<file path="config.mk">
export PLATFORM = sky130hd
export DESIGN_NAME = icaf_gyro_lane
export DESIGN_NICKNAME = d
export VERILOG_FILES = /design/src/hdl/icaf_pkg.sv /design/src/hdl/icaf_gyro_lane.sv
export SDC_FILE = /design/constraint.sdc
export NUM_CORES = 2
export LEC_CHECK = 0
export BUFFER_PORTS_ARGS = -buffer_cell sky130_fd_sc_hd__buf_2
export CORE_ASPECT_RATIO = 0.75
export CORE_MARGIN = 2
export CORE_UTILIZATION = 45
export DETAILED_ROUTE_END_ITERATION = 6
export GPL_TIMING_DRIVEN = 0
export PLACE_DENSITY = 0.62
export SYNTH_ARGS = -nofsm -noshare
export SYNTH_HDL_FRONTEND = slang
export SYNTH_SLANG_ARGS = --single-unit
export TNS_END_PERCENT = 10
</file>
<file path="constraint.sdc">
create_clock -name clk -period 22.8 [get_ports clk]
set_input_delay 1.14 -clock clk [delete_from_list [all_inputs] [get_ports clk]]
set_output_delay 1.14 -clock clk [all_outputs]
set_load 0.02 [all_outputs]
</file>
<file path="src/hdl/icaf_pkg.sv">
`default_nettype none

package icaf_pkg;

    // defaults for the top level parameters
    localparam int CORDIC_ITERATIONS_DEF = 16;
    localparam int ANGLE_FRAC_BITS_DEF   = 16;

    // register reset values
    localparam logic [15:0] BLEND_ALPHA_RST = 16'd64225;
    localparam logic [23:0] GYRO_GAIN_RST   = 24'd256140;

    // register index codes
    localparam logic [1:0] REG_BLEND_ALPHA   = 2'd0;
    localparam logic [1:0] REG_GYRO_GAIN     = 2'd1;
    localparam logic [1:0] REG_GYRO_OFFSETS  = 2'd2;
    localparam logic [1:0] REG_ACCEL_OFFSETS = 2'd3;

    // cordic datapath
    localparam int                 CORDIC_XW    = 28;
    localparam int                 CORDIC_ZW    = 32;
    localparam logic signed [17:0] INV_GAIN_Q16 = 18'sd39797;

    // gyro increment: |diff| * gain * dt plus rounding half
    localparam int DVD_W = 58;

    typedef struct packed {
        logic signed [15:0] accel_x;
        logic signed [15:0] accel_y;
        logic signed [15:0] accel_z;
        logic signed [15:0] gyro_x;
        logic signed [15:0] gyro_y;
        logic signed [15:0] gyro_z;
        logic        [15:0] dt_us;
    } in_beat_t;

    typedef struct packed {
        logic signed [31:0] roll_deg;
        logic signed [31:0] pitch_deg;
        logic signed [31:0] yaw_deg;
    } out_beat_t;

    typedef enum logic [1:0] {
        TOP_IDLE,
        TOP_RUN,
        TOP_MERGE,
        TOP_WAIT
    } top_state_t;

    typedef enum logic [1:0] {
        PH_IDLE,
        PH_ROT,
        PH_MAG,
        PH_ROUND
    } lane_phase_t;

    // arctangent of 2^-i in degrees, q.24
    function automatic logic [29:0] atan_q24(input logic [4:0] idx);
        logic [29:0] v;
        case (idx)
            5'd0:    v = 30'd754974720;
            5'd1:    v = 30'd445687602;
            5'd2:    v = 30'd235489088;
            5'd3:    v = 30'd119537938;
            5'd4:    v = 30'd60000934;
            5'd5:    v = 30'd30029717;
            5'd6:    v = 30'd15018523;
            5'd7:    v = 30'd7509720;
            5'd8:    v = 30'd3754917;
            5'd9:    v = 30'd1877466;
            5'd10:   v = 30'd938734;
            5'd11:   v = 30'd469367;
            5'd12:   v = 30'd234684;
            5'd13:   v = 30'd117342;
            5'd14:   v = 30'd58671;
            5'd15:   v = 30'd29335;
            5'd16:   v = 30'd14668;
            5'd17:   v = 30'd7334;
            5'd18:   v = 30'd3667;
            5'd19:   v = 30'd1833;
            5'd20:   v = 30'd917;
            5'd21:   v = 30'd458;
            5'd22:   v = 30'd229;
            5'd23:   v = 30'd115;
            default: v = 30'd0;
        endcase
        return v;
    endfunction

    // clamp to the signed 32-bit range
    function automatic logic signed [31:0] sat32(input logic signed [39:0] v);
        logic signed [31:0] r;
        if (v > 40'sd2147483647)
            r = 32'sh7fffffff;
        else if (v < -40'sd2147483648)
            r = 32'sh80000000;
        else
            r = v[31:0];
        return r;
    endfunction

endpackage

`default_nettype wire

</file>
<file path="src/hdl/icaf_gyro_lane.sv">
`default_nettype none

module icaf_gyro_lane #(
    parameter int ANGLE_FRAC_BITS = icaf_pkg::ANGLE_FRAC_BITS_DEF
) (
    input  wire logic               clk,
    input  wire logic               rst_n,
    input  wire logic               start,
    input  wire logic signed [16:0] diff,
    input  wire logic        [23:0] gain,
    input  wire logic        [15:0] dt,
    output logic                    done,
    output logic signed      [35:0] inc
);

    // divisor is 15625 * 2^PreSh: drop the power of two with a shift, then
    // multiply by a reciprocal of 15625 in four partial products
    localparam int Sh    = 24 - ANGLE_FRAC_BITS;
    localparam int PreSh = 6 + Sh;
    localparam int DvdW  = icaf_pkg::DVD_W;
    localparam logic [DvdW-1:0] HalfDiv = DvdW'(64'd500000 << Sh);
    // ceil(2^62 / 15625), exact for dividends below 2^48
    localparam logic [48:0] Recip   = 49'd295147905179353;
    localparam logic [2:0]  RndCnt  = 3'd1;
    localparam logic [2:0]  LastCnt = 3'd6;

    logic              busy_reg;
    logic              done_reg;
    logic [2:0]        cnt_reg;
    logic              neg_reg;
    logic [16:0]       mag_reg;
    logic [15:0]       dt_reg;
    logic [40:0]       p1_reg;
    logic [47:0]       nrm_reg;
    logic [96:0]       acc_reg;
    logic signed [35:0] inc_reg;

    logic [56:0]       p2;
    logic [DvdW-1:0]   rnd;
    logic [23:0]       a_part;
    logic [24:0]       m_part;
    logic [5:0]        pp_sh;
    logic [48:0]       pp;
    logic [96:0]       pp_wide;
    logic [34:0]       quo;

    always_comb
    begin
        p2  = p1_reg * dt_reg;
        rnd = DvdW'(p2) + HalfDiv;
        case (cnt_reg)
            3'd3:
            begin
                a_part = nrm_reg[23:0];
                m_part = Recip[48:24];
                pp_sh  = 6'd24;
            end
            3'd4:
            begin
                a_part = nrm_reg[47:24];
                m_part = {1'b0, Recip[23:0]};
                pp_sh  = 6'd24;
            end
            3'd5:
            begin
                a_part = nrm_reg[47:24];
                m_part = Recip[48:24];
                pp_sh  = 6'd48;
            end
            default:
            begin
                a_part = nrm_reg[23:0];
                m_part = {1'b0, Recip[23:0]};
                pp_sh  = 6'd0;
            end
        endcase
        pp      = a_part * m_part;
        pp_wide = {48'd0, pp} << pp_sh;
        quo     = acc_reg[96:62];
    end

    always_ff @(posedge clk or negedge rst_n)
    begin
        if (!rst_n)
        begin
            busy_reg <= 1'b0;
            done_reg <= 1'b0;
            cnt_reg  <= '0;
        end
        else if (start)
        begin
            busy_reg <= 1'b1;
            done_reg <= 1'b0;
            cnt_reg  <= '0;
        end
        else if (busy_reg)
        begin
            cnt_reg <= cnt_reg + 3'd1;
            if (cnt_reg == LastCnt)
            begin
                busy_reg <= 1'b0;
                done_reg <= 1'b1;
            end
        end
    end

    always_ff @(posedge clk)
    begin
        if (start)
        begin
            neg_reg <= diff[16];
            mag_reg <= diff[16] ? 17'(-diff) : 17'(diff);
            dt_reg  <= dt;
        end
        else if (busy_reg)
        begin
            if (cnt_reg == 3'd0)
                p1_reg <= mag_reg * gain;
            else if (cnt_reg == RndCnt)
            begin
                nrm_reg <= 48'(rnd >> PreSh);
                acc_reg <= '0;
            end
            else if (cnt_reg == LastCnt)
                // quotient stays below 2^35
                inc_reg <= neg_reg ? -$signed({1'b0, quo})
                                   :  $signed({1'b0, quo});
            else
                acc_reg <= acc_reg + pp_wide;
        end
    end

    assign done = done_reg;
    assign inc  = inc_reg;

endmodule

`default_nettype wire

</file>
==> metrics <==
Final setup viols=0; Die Span Y=327.4 um; filler cell count in the final layout=13370; 1st-iter DRT viols=4683; H-Tree Depth=2; Max-slew headroom=12.89%; vias after detailed routing=48810; Async SR Flop Fraction=1.946%; flops & latches, synth=257; Starting Density=45.41%; Multi-input gate area=0.04867 mm^2; clock skew=0.03672 ns; dpl cell area=0.06568 mm^2; # DRC=1; RSZ-0062 raised after global routing=no; max_cap viols=0; Worst R2R Start=cnt_reg[0]; Hold Path Class=primary input to asynchronous set/reset pin; CP Launch Type=flop; detailed placement HPWL=166600 um; share of layout cells above drive strength 1=2.929%; pre-CTS WS=7.819 ns; synth unique cells=84; status=finished with violations; commonest non-fill, non-tap cells in the layout=1425 x inv_1, 1197 x fa_1, 1020 x nand2_1, 603 x ha_1, 338 x and2_1; max reg flops=97; GRT Total Usage=28.27%; design area=0.06683 mm^2; crit path time final=15.09 ns; initial antenna violation count=11; synthesized instance count=6902; fin worst setup slack=7.711 ns; EDFF count, synth=252; I/O Buffers=83; first-pass GRT wire length=306200 um; full die area=0.1425 mm^2; grt ovf=0; Crit Path Category=flop to flop; FMAX=0.06627 GHz; Setup crit end kind=flop; Pins Over Slew Limit=0; post-route setup TNS=0 ns; slew of the pin with the lowest slew margin=1.270 ns; failing checks=design-rule violations; Max clock buf depth=3; Pre-Repair DR Iteration Count=7; # nets final=8902; crit-path max cell delay=0.93 ns; CP max FO=10; Clk Latency, worst-skew pair=0.62 ns; routability congestion estimate from global placement=1.008; WP data required=23.13 ns; TritonCTS clock tree=built; Core Region=0.1382 mm^2; final hold violations=0; chip width=435.2 um; crit path from=cnt_reg[0]; Synth Warn #=0; clk sinks=257; total CTS buffers=35; Final period util=66.18%; Post-CTS Resized=0; Data arrival, critical path=15.42 ns; most common cell after layout, fill and taps aside=inv_1; register area=0.007692 mm^2; sequential-to-total area share from yosys stat=12.26%; Setup Fix Bufs, Post-CTS=0; Cell Area, Synth=0.06275 mm^2; post-synthesis average cell area=9.092 um^2; Post-DRT Antenna Nets=0; pin count of the biggest net entering global routing=61; wirelength, routed=198000 um; Primary FF master, synth=edfxtp_1; Rows=118; Area Growth Syn to Fin=6.488%; Clock transition at path regs=0.06 ns; # IOs=97; CP dominant cell by count=inv_1; Avg WL per Cell=22.16 um; Post-CTS Hold Buffers=0; vias per std cell=5.463; critical path's slowest cell=mux2i_1; vias in the first global route=50150; root buffer cell=clkbuf_16
## path summary, 6_finish.rpt
kind	cells after the start	end	slack, ns
max	43	acc_reg[91]	7.71
min	1	done	0.35
max reg2reg	43	acc_reg[91]	7.71
min reg2reg	2	done	0.55
max in group asynchronous	1	cnt_reg[2]	22.28
min in group clk	2	done	0.55
## critical path, delay by kind of cell, from the launching register on
kind,cells,cell delay (ns)
mux,1,0.93
flops,1,0.42
compound gates,12,4.18
xor+xnor,2,0.66
simple gates,7,1.81
fa+ha+maj,10,4.13
buf+inv,11,2.65
## synth_stat cells, types with 30 or more instances
library cell,number,area (um^2)
o21a_1,36,270.3
ha_1,603,7545
nor3_1,42,210.2
a21oi_1,294,1471
fa_1,1197,23960
a31oi_1,30,187.7
nand2_1,1020,3829
o21ai_0,167,835.8
nor2_1,297,1115
o21bai_1,40,300.3
xor2_1,71,621.9
a211oi_1,30,225.2
nand2b_1,43,269.0
nand3_1,53,265.3
clkbuf_1,283,1062
and2_1,339,2121
edfxtp_1,252,7567
inv_1,1425,5349
xnor2_1,181,1585
a21o_1,127,953.4
nand4_1,41,256.5
## per-stage QoR
step | util, % | std cells | hold slack (ns)
finish | 48.36 | 8934 | 0.3495
global route | 48.35 | 8928 | 0.3366
CTS | 48.34 | 8927 | 0.3221
detailed placement | 47.53 | 8865 | 0.5544
global placement | 47.43 | 8856 | 0.5308
floorplan | - | 6913 | 0.4570
## routing by layer
layer	track usage [%]	up-vias	part of all wire (%)
met4	7.465	8	2.9
li1	-	21750	-
met3	7.337	317	11
met1	41.14	24580	44
met2	41.76	2149	42
met5	0	-	0.025
## cells by family (layout without fill, tap and decap cells)
group,count (synthesis),in the layout,share of synthesized area [%]
adder cells (fa/ha/maj),1800,1800,50.21
multiplexers,34,34,0.5662
flip-flops,257,257,12.26
other,2,20,0.01197
XOR/XNOR,252,252,3.517
buffers and inverters,1716,1870,10.29
AO/OA/AOI/OAI,883,883,8.912
AND/OR/NAND/NOR,1958,1958,14.24
## cell type report
| type | instances | share of cell area [%] |
|---|---|---|
| clock inverter | 22 | 0.3426 |
| timing repair buffer | 92 | 0.8107 |
| clock buffer | 40 | 1.339 |
| buffer | 290 | 1.651 |
| antenna | 7 | 0.02621 |
| multi-input combinational | 4940 | 72.83 |
| sequential | 257 | 11.51 |
| inverter | 1426 | 8.010 |
| tap | 1860 | 3.483 |
Power is left out: the tool's default activity adds up to more than one toggle a clock period on the data nets, which glitch-free logic cannot reach.
