$ cat config.mk
export PLATFORM = sky130hd
export DESIGN_NAME = icaf_cordic_lane
export DESIGN_NICKNAME = d
export VERILOG_FILES = /design/src/hdl/icaf_pkg.sv /design/src/hdl/icaf_cordic_lane.sv
export SDC_FILE = /design/constraint.sdc
export NUM_CORES = 1
export LEC_CHECK = 0
export BUFFER_PORTS_ARGS = -buffer_cell sky130_fd_sc_hd__clkbuf_2
export CAP_MARGIN = 20
export CORE_MARGIN = 10
export CORE_UTILIZATION = 33
export DETAILED_ROUTE_END_ITERATION = 7
export GPL_ROUTABILITY_DRIVEN = 0
export GPL_TIMING_DRIVEN = 0
export SETUP_SLACK_MARGIN = 0.15
export SYNTH_ARGS = -nofsm -noshare
export SYNTH_HDL_FRONTEND = slang
export SYNTH_SLANG_ARGS = --single-unit
$ cat constraint.sdc
create_clock -name clk -period 12.3 [get_ports clk]
set_clock_uncertainty 0.15 [all_clocks]
set_input_delay 0.615 -clock clk [delete_from_list [all_inputs] [get_ports clk]]
set_output_delay 0.615 -clock clk [all_outputs]
set_load 0.05 [all_outputs]
$ cat src/hdl/icaf_pkg.sv
`default_nettype none

package icaf_pkg;

    // defaults for the top level parameters
    localparam int CORDIC_ITERATIONS_DEF = 16;
    localparam int ANGLE_FRAC_BITS_DEF   = 16;

    // register reset values
    localparam logic [15:0] BLEND_ALPHA_RST = 16'd64225;
    localparam logic [23:0] GYRO_GAIN_RST   = 24'd256140;

    // register index codes
    localparam logic [1:0] REG_BLEND_ALPHA   = 2'd0;
    localparam logic [1:0] REG_GYRO_GAIN     = 2'd1;
    localparam logic [1:0] REG_GYRO_OFFSETS  = 2'd2;
    localparam logic [1:0] REG_ACCEL_OFFSETS = 2'd3;

    // cordic datapath
    localparam int                 CORDIC_XW    = 28;
    localparam int                 CORDIC_ZW    = 32;
    localparam logic signed [17:0] INV_GAIN_Q16 = 18'sd39797;

    // gyro increment: |diff| * gain * dt plus rounding half
    localparam int DVD_W = 58;

    typedef struct packed {
        logic signed [15:0] accel_x;
        logic signed [15:0] accel_y;
        logic signed [15:0] accel_z;
        logic signed [15:0] gyro_x;
        logic signed [15:0] gyro_y;
        logic signed [15:0] gyro_z;
        logic        [15:0] dt_us;
    } in_beat_t;

    typedef struct packed {
        logic signed [31:0] roll_deg;
        logic signed [31:0] pitch_deg;
        logic signed [31:0] yaw_deg;
    } out_beat_t;

    typedef enum logic [1:0] {
        TOP_IDLE,
        TOP_RUN,
        TOP_MERGE,
        TOP_WAIT
    } top_state_t;

    typedef enum logic [1:0] {
        PH_IDLE,
        PH_ROT,
        PH_MAG,
        PH_ROUND
    } lane_phase_t;

    // arctangent of 2^-i in degrees, q.24
    function automatic logic [29:0] atan_q24(input logic [4:0] idx);
        logic [29:0] v;
        case (idx)
            5'd0:    v = 30'd754974720;
            5'd1:    v = 30'd445687602;
            5'd2:    v = 30'd235489088;
            5'd3:    v = 30'd119537938;
            5'd4:    v = 30'd60000934;
            5'd5:    v = 30'd30029717;
            5'd6:    v = 30'd15018523;
            5'd7:    v = 30'd7509720;
            5'd8:    v = 30'd3754917;
            5'd9:    v = 30'd1877466;
            5'd10:   v = 30'd938734;
            5'd11:   v = 30'd469367;
            5'd12:   v = 30'd234684;
            5'd13:   v = 30'd117342;
            5'd14:   v = 30'd58671;
            5'd15:   v = 30'd29335;
            5'd16:   v = 30'd14668;
            5'd17:   v = 30'd7334;
            5'd18:   v = 30'd3667;
            5'd19:   v = 30'd1833;
            5'd20:   v = 30'd917;
            5'd21:   v = 30'd458;
            5'd22:   v = 30'd229;
            5'd23:   v = 30'd115;
            default: v = 30'd0;
        endcase
        return v;
    endfunction

    // clamp to the signed 32-bit range
    function automatic logic signed [31:0] sat32(input logic signed [39:0] v);
        logic signed [31:0] r;
        if (v > 40'sd2147483647)
            r = 32'sh7fffffff;
        else if (v < -40'sd2147483648)
            r = 32'sh80000000;
        else
            r = v[31:0];
        return r;
    endfunction

endpackage

`default_nettype wire

$ cat src/hdl/icaf_cordic_lane.sv
`default_nettype none

module icaf_cordic_lane #(
    parameter int CORDIC_ITERATIONS = icaf_pkg::CORDIC_ITERATIONS_DEF,
    parameter int ANGLE_FRAC_BITS   = icaf_pkg::ANGLE_FRAC_BITS_DEF
) (
    input  wire logic               clk,
    input  wire logic               rst_n,
    input  wire logic               start,
    input  wire logic signed [16:0] num,
    input  wire logic signed [16:0] a,
    input  wire logic signed [16:0] b,
    output logic                    done,
    output logic signed      [31:0] angle
);

    localparam int XW = icaf_pkg::CORDIC_XW;
    localparam int ZW = icaf_pkg::CORDIC_ZW;
    localparam int Sh = 24 - ANGLE_FRAC_BITS;
    localparam logic [4:0] LastIter = 5'(CORDIC_ITERATIONS - 1);
    localparam logic signed [ZW:0] Half = (ZW+1)'(1) <<< (Sh - 1);

    icaf_pkg::lane_phase_t phase_reg, phase_next;
    logic                  pass_reg;
    logic                  done_reg;
    logic [4:0]            iter_reg;
    logic signed [XW-1:0]  x_reg, y_reg;
    logic signed [ZW-1:0]  z_reg;
    logic signed [16:0]    num_reg;
    logic signed [31:0]    angle_reg;

    logic signed [XW-1:0]  dx, dy, x_next, y_next;
    logic signed [ZW-1:0]  at, z_next;
    logic signed [XW+17:0] mag_prod;
    logic signed [ZW:0]    z_round;
    logic        [16:0]    a_abs;

    always_comb
    begin
        dx = x_reg >>> iter_reg;
        dy = y_reg >>> iter_reg;
        at = $signed({2'b00, icaf_pkg::atan_q24(iter_reg)});
        if (!y_reg[XW-1])
        begin
            x_next = x_reg + dy;
            y_next = y_reg - dx;
            z_next = z_reg + at;
        end
        else
        begin
            x_next = x_reg - dy;
            y_next = y_reg + dx;
            z_next = z_reg - at;
        end
        mag_prod = x_reg * icaf_pkg::INV_GAIN_Q16;
        z_round  = (ZW+1)'(z_reg) + Half;
        a_abs    = a[16] ? 17'(-a) : 17'(a);
    end

    // phase sequencing: rotate, magnitude correction, rotate, round
    always_comb
    begin
        phase_next = phase_reg;
        case (phase_reg)
            icaf_pkg::PH_IDLE:
                if (start)
                    phase_next = icaf_pkg::PH_ROT;
            icaf_pkg::PH_ROT:
                if (iter_reg == LastIter)
                    phase_next = pass_reg ? icaf_pkg::PH_ROUND : icaf_pkg::PH_MAG;
            icaf_pkg::PH_MAG:
                phase_next = icaf_pkg::PH_ROT;
            icaf_pkg::PH_ROUND:
                phase_next = icaf_pkg::PH_IDLE;
            default:
                phase_next = icaf_pkg::PH_IDLE;
        endcase
    end

    always_ff @(posedge clk or negedge rst_n)
    begin
        if (!rst_n)
        begin
            phase_reg <= icaf_pkg::PH_IDLE;
            done_reg  <= 1'b0;
            pass_reg  <= 1'b0;
            iter_reg  <= '0;
        end
        else
        begin
            phase_reg <= phase_next;
            if (start)
            begin
                done_reg <= 1'b0;
                pass_reg <= 1'b0;
                iter_reg <= '0;
            end
            else
            begin
                case (phase_reg)
                    icaf_pkg::PH_ROT:
                        iter_reg <= (iter_reg == LastIter) ? 5'd0 : iter_reg + 5'd1;
                    icaf_pkg::PH_MAG:
                        pass_reg <= 1'b1;
                    icaf_pkg::PH_ROUND:
                        done_reg <= 1'b1;
                    default:
                        iter_reg <= iter_reg;
                endcase
            end
        end
    end

    always_ff @(posedge clk)
    begin
        if (start)
        begin
            x_reg   <= $signed({3'b000, a_abs, 8'h00});
            y_reg   <= XW'(b) <<< 8;
            z_reg   <= '0;
            num_reg <= num;
        end
        else
        begin
            case (phase_reg)
                icaf_pkg::PH_ROT:
                begin
                    x_reg <= x_next;
                    y_reg <= y_next;
                    z_reg <= z_next;
                end
                icaf_pkg::PH_MAG:
                begin
                    x_reg <= mag_prod[XW+15:16];
                    y_reg <= XW'(num_reg) <<< 8;
                    z_reg <= '0;
                end
                icaf_pkg::PH_ROUND:
                    angle_reg <= 32'(z_round >>> Sh);
                default:
                    x_reg <= x_reg;
            endcase
        end
    end

    assign done  = done_reg;
    assign angle = angle_reg;

endmodule

`default_nettype wire

==> run_results.csv <==
group,metric,value,unit
status,status,"finished, final reports clean",
floorplan,dieArea,0.0871,sq mm
floorplan,io_pins,87,
cts,cts-buffers-inserted,17,
cts,h-tree-depth,4,
drt,drc,0,
synth,synth_warnings,0,
drt,wl,84.9,mm
timing,max_freq,121,MHz
global_route,grt_overflow,0,
synth,synth.avg_cell_area,8.92,sq um
worst_setup_path,arrival,8.45,ns
floorplan,core-area,0.0747,sq mm
finish,finalInstanceArea,0.0273,sq mm
drt,post_drt_wl_per_cell,21.8,um
worst_setup_path,cp_max_fo,13,
finish,syn_to_final_growth,9.37,%
worst_setup_path,required,12.47,ns
worst_setup_path,worst_setup_path_end_kind,"register",
drt,postRouteAntennaNets,0,
placement,port_buffers,86,
timing,setup_viol,0,
finish,nets,3479,
synth,synth_seq_cells,139,
global_route,grt_pass1_vias,21529,
synth,syn_inst,2800,
timing,fin_crit_sh,0.673,
finish,largest_reg_flops,32,
worst_setup_path,r2r.worst_path.cells,26,
floorplan,start_util,0.334,
cts,max-clock-path-buffers,2,
timing,hold_viol_final,0,
min_path,whs_endpoint,"num_reg[10]",
worst_setup_path,worstReg2RegEnd,"z_reg[31]",
synth,synth-main-ff-cell,"edfxtp_1",
synth,synth_area,0.0250,sq mm
global_route,antenna_found_initial,1,
cts,path_clk_slew,0.07,ns
worst_setup_path,start_kind,"register",
synth,synth_edf_count,79,
synth,synthArstFlopShare,0.0647,
worst_setup_path,criticalPathCategory,"reg -> reg",
drt,dr.pass1.iters,6,
global_route,grt_pass1_wl,130,mm
timing,min_period,8.28,ns
floorplan,die_w,295,um
cts,root_buffer,"clkbuf_16",
floorplan,rows,100,
global_route,globalRouteTotalUtil,0.194,
synth,synth_nets,3367,
finish,layout-drive-gt1-share,0.0981,
finish,n_antenna_cell,0,
flow_run,cap_violations,0,
global_route,grt_max_degree,23,
drt,drtIter0Drc,2189,
finish,utilization,0.366,
synth,yosysUniqueCellTypes,90,
drt,vias,21663,
cts,insertion_delay,0.49,ns
timing,rsz0062_at_grt,"no",
synth,yosysSeqAreaShare,0.145,
placement,post-dp-hpwl,67.0,mm
timing,worst_pin_slew,1.17,ns
floorplan,die_h,295,um
timing,fin_setup_tns,0,ns
placement,dpl_cell_area,0.0267,sq mm
worst_setup_path,ff2ff_setup_slack,4.02,ns
min_path,min_from,"num[10]",
drt,vias_per_cell,5.56,
worst_setup_path,rr_startpoint,"iter_reg[0]",
min_path,hp-class,"in -> reg",
min_path,hold_depth,1,
cts,clock_sinks,139,
timing,drv_slew,0,
timing,slew_headroom,0.218,
cts,tritoncts,"built",
[how the worst max path moves through the flow]
stage	endpoint	startpoint	cells past startpoint
finish	z_reg[31]	iter_reg[0]	26
global route	z_reg[31]	iter_reg[0]	25
CTS	z_reg[31]	iter_reg[0]	26
detailed placement	z_reg[31]	iter_reg[0]	26
global placement	z_reg[31]	iter_reg[0]	26
floorplan	x_reg[27]	x_reg[14]	23
[cell usage after synthesis, drive strengths merged (8+ instances only)]
cell / n / area (sq um)
a221oi: 8 / 76.3
mux2i: 52 / 521
and2: 19 / 121
nand4: 12 / 75.1
a21boi: 8 / 60.1
a211oi: 34 / 255
a211o: 8 / 70.1
o21ai: 100 / 500
a21o: 50 / 375
edfxtp: 79 / 2370
a31o: 9 / 78.8
nor4: 9 / 56.3
xor2: 103 / 902
nand2: 157 / 589
ha: 313 / 3920
nand3: 47 / 240
and3: 35 / 224
a22oi: 33 / 248
clkbuf: 59 / 221
a31oi: 27 / 169
inv: 391 / 1470
nor2: 211 / 792
mux2: 31 / 353
o211ai: 14 / 105
a21oi: 194 / 971
dfrtp: 9 / 225
o31ai: 13 / 97.6
and4: 8 / 70.1
o21a: 31 / 233
mux4: 64 / 1450
nor2b: 24 / 150
nor3: 41 / 205
buf: 62 / 340
o22ai: 22 / 138
or3: 17 / 106
dfxtp: 51 / 1020
xnor2: 122 / 1080
nand2b: 22 / 138
fa: 200 / 4000
[routing by layer]
metal	vias to the layer above	track usage	routed length, um	share of wire
li1	10043	-	-	-
met1	10374	0.247	35400	0.42
met2	996	0.309	37500	0.44
met3	246	0.0443	7340	0.086
met4	4	0.0893	4760	0.056
met5	-	0	23	0.00027
[stage by stage]
stage	instances	worst slack, ns	hold WS, ns
6_report	3894	4.02	0.148
5_1_grt	3894	3.62	0.129
4_1_cts	3893	4.23	0.116
3_5_place_dp	3860	4.28	0.331
3_3_place_gp	3855	4.28	0.325
2_1_floorplan	2800	5.73	0.169
[placed cells by master (no fill, tap or decap), drive strengths merged, types with 51 or more instances in the layout]
cell type  instances
clkbuf           163
o21ai            100
dfxtp             51
xor2             103
buf               68
nor2             211
fa               200
nand2            157
inv              399
a21oi            194
mux4              64
mux2i             52
edfxtp            79
xnor2            122
ha               313
[logic make-up after synthesis]
group | count (synthesis) | share of synthesized area
AOI/OAI and AO/OA | 636 | 0.167
and+or+nand+nor | 625 | 0.118
xor gates and xnor gates | 225 | 0.0792
adders and majority gates | 513 | 0.317
muxes | 147 | 0.0928
buffers and inverters | 515 | 0.0817
DFF | 139 | 0.145
[worst max-delay path: stages (launching register included)]
cell and delay, ns:
dfrtp_1 0.57, buf_2 0.32, inv_1 0.38, buf_2 0.43
clkbuf_1 0.73, ha_1 0.25, clkbuf_1 0.36, inv_1 0.20
nor2_1 0.16, a21oi_1 0.10, o22a_1 0.28, and3_1 0.20
and3_1 0.18, clkbuf_1 0.16, a21oi_1 0.54, xor2_1 0.27
ha_1 0.31, and3_1 0.17, a221oi_1 0.63, a2bb2oi_1 0.34
a21oi_1 0.21, a211oi_1 0.36, nor3_1 0.13, a31o_2 0.24
a21oi_1 0.21, a21o_1 0.11, o311ai_0 0.11
[final cells by class]
class,instances,area [sq um]
repair buffers,93,556
clock buffers,18,439
plain buffers,121,562
multi-input cells,2146,19300
inverters,394,1480
flip-flops and latches,139,3620
fillers,7569,47400
well taps,969,1210
clock inverters,14,129
[what timing repair did]
item                                   4_1_cts  5_1_grt
hold buffers                                 1        0
setup buffers                                0        0
gates resized for setup                      0        0
endpoints found under the hold margin        9        0
Power is not shown: default switching activity piles up to over one toggle a cycle in this logic, so the estimate is an artifact.
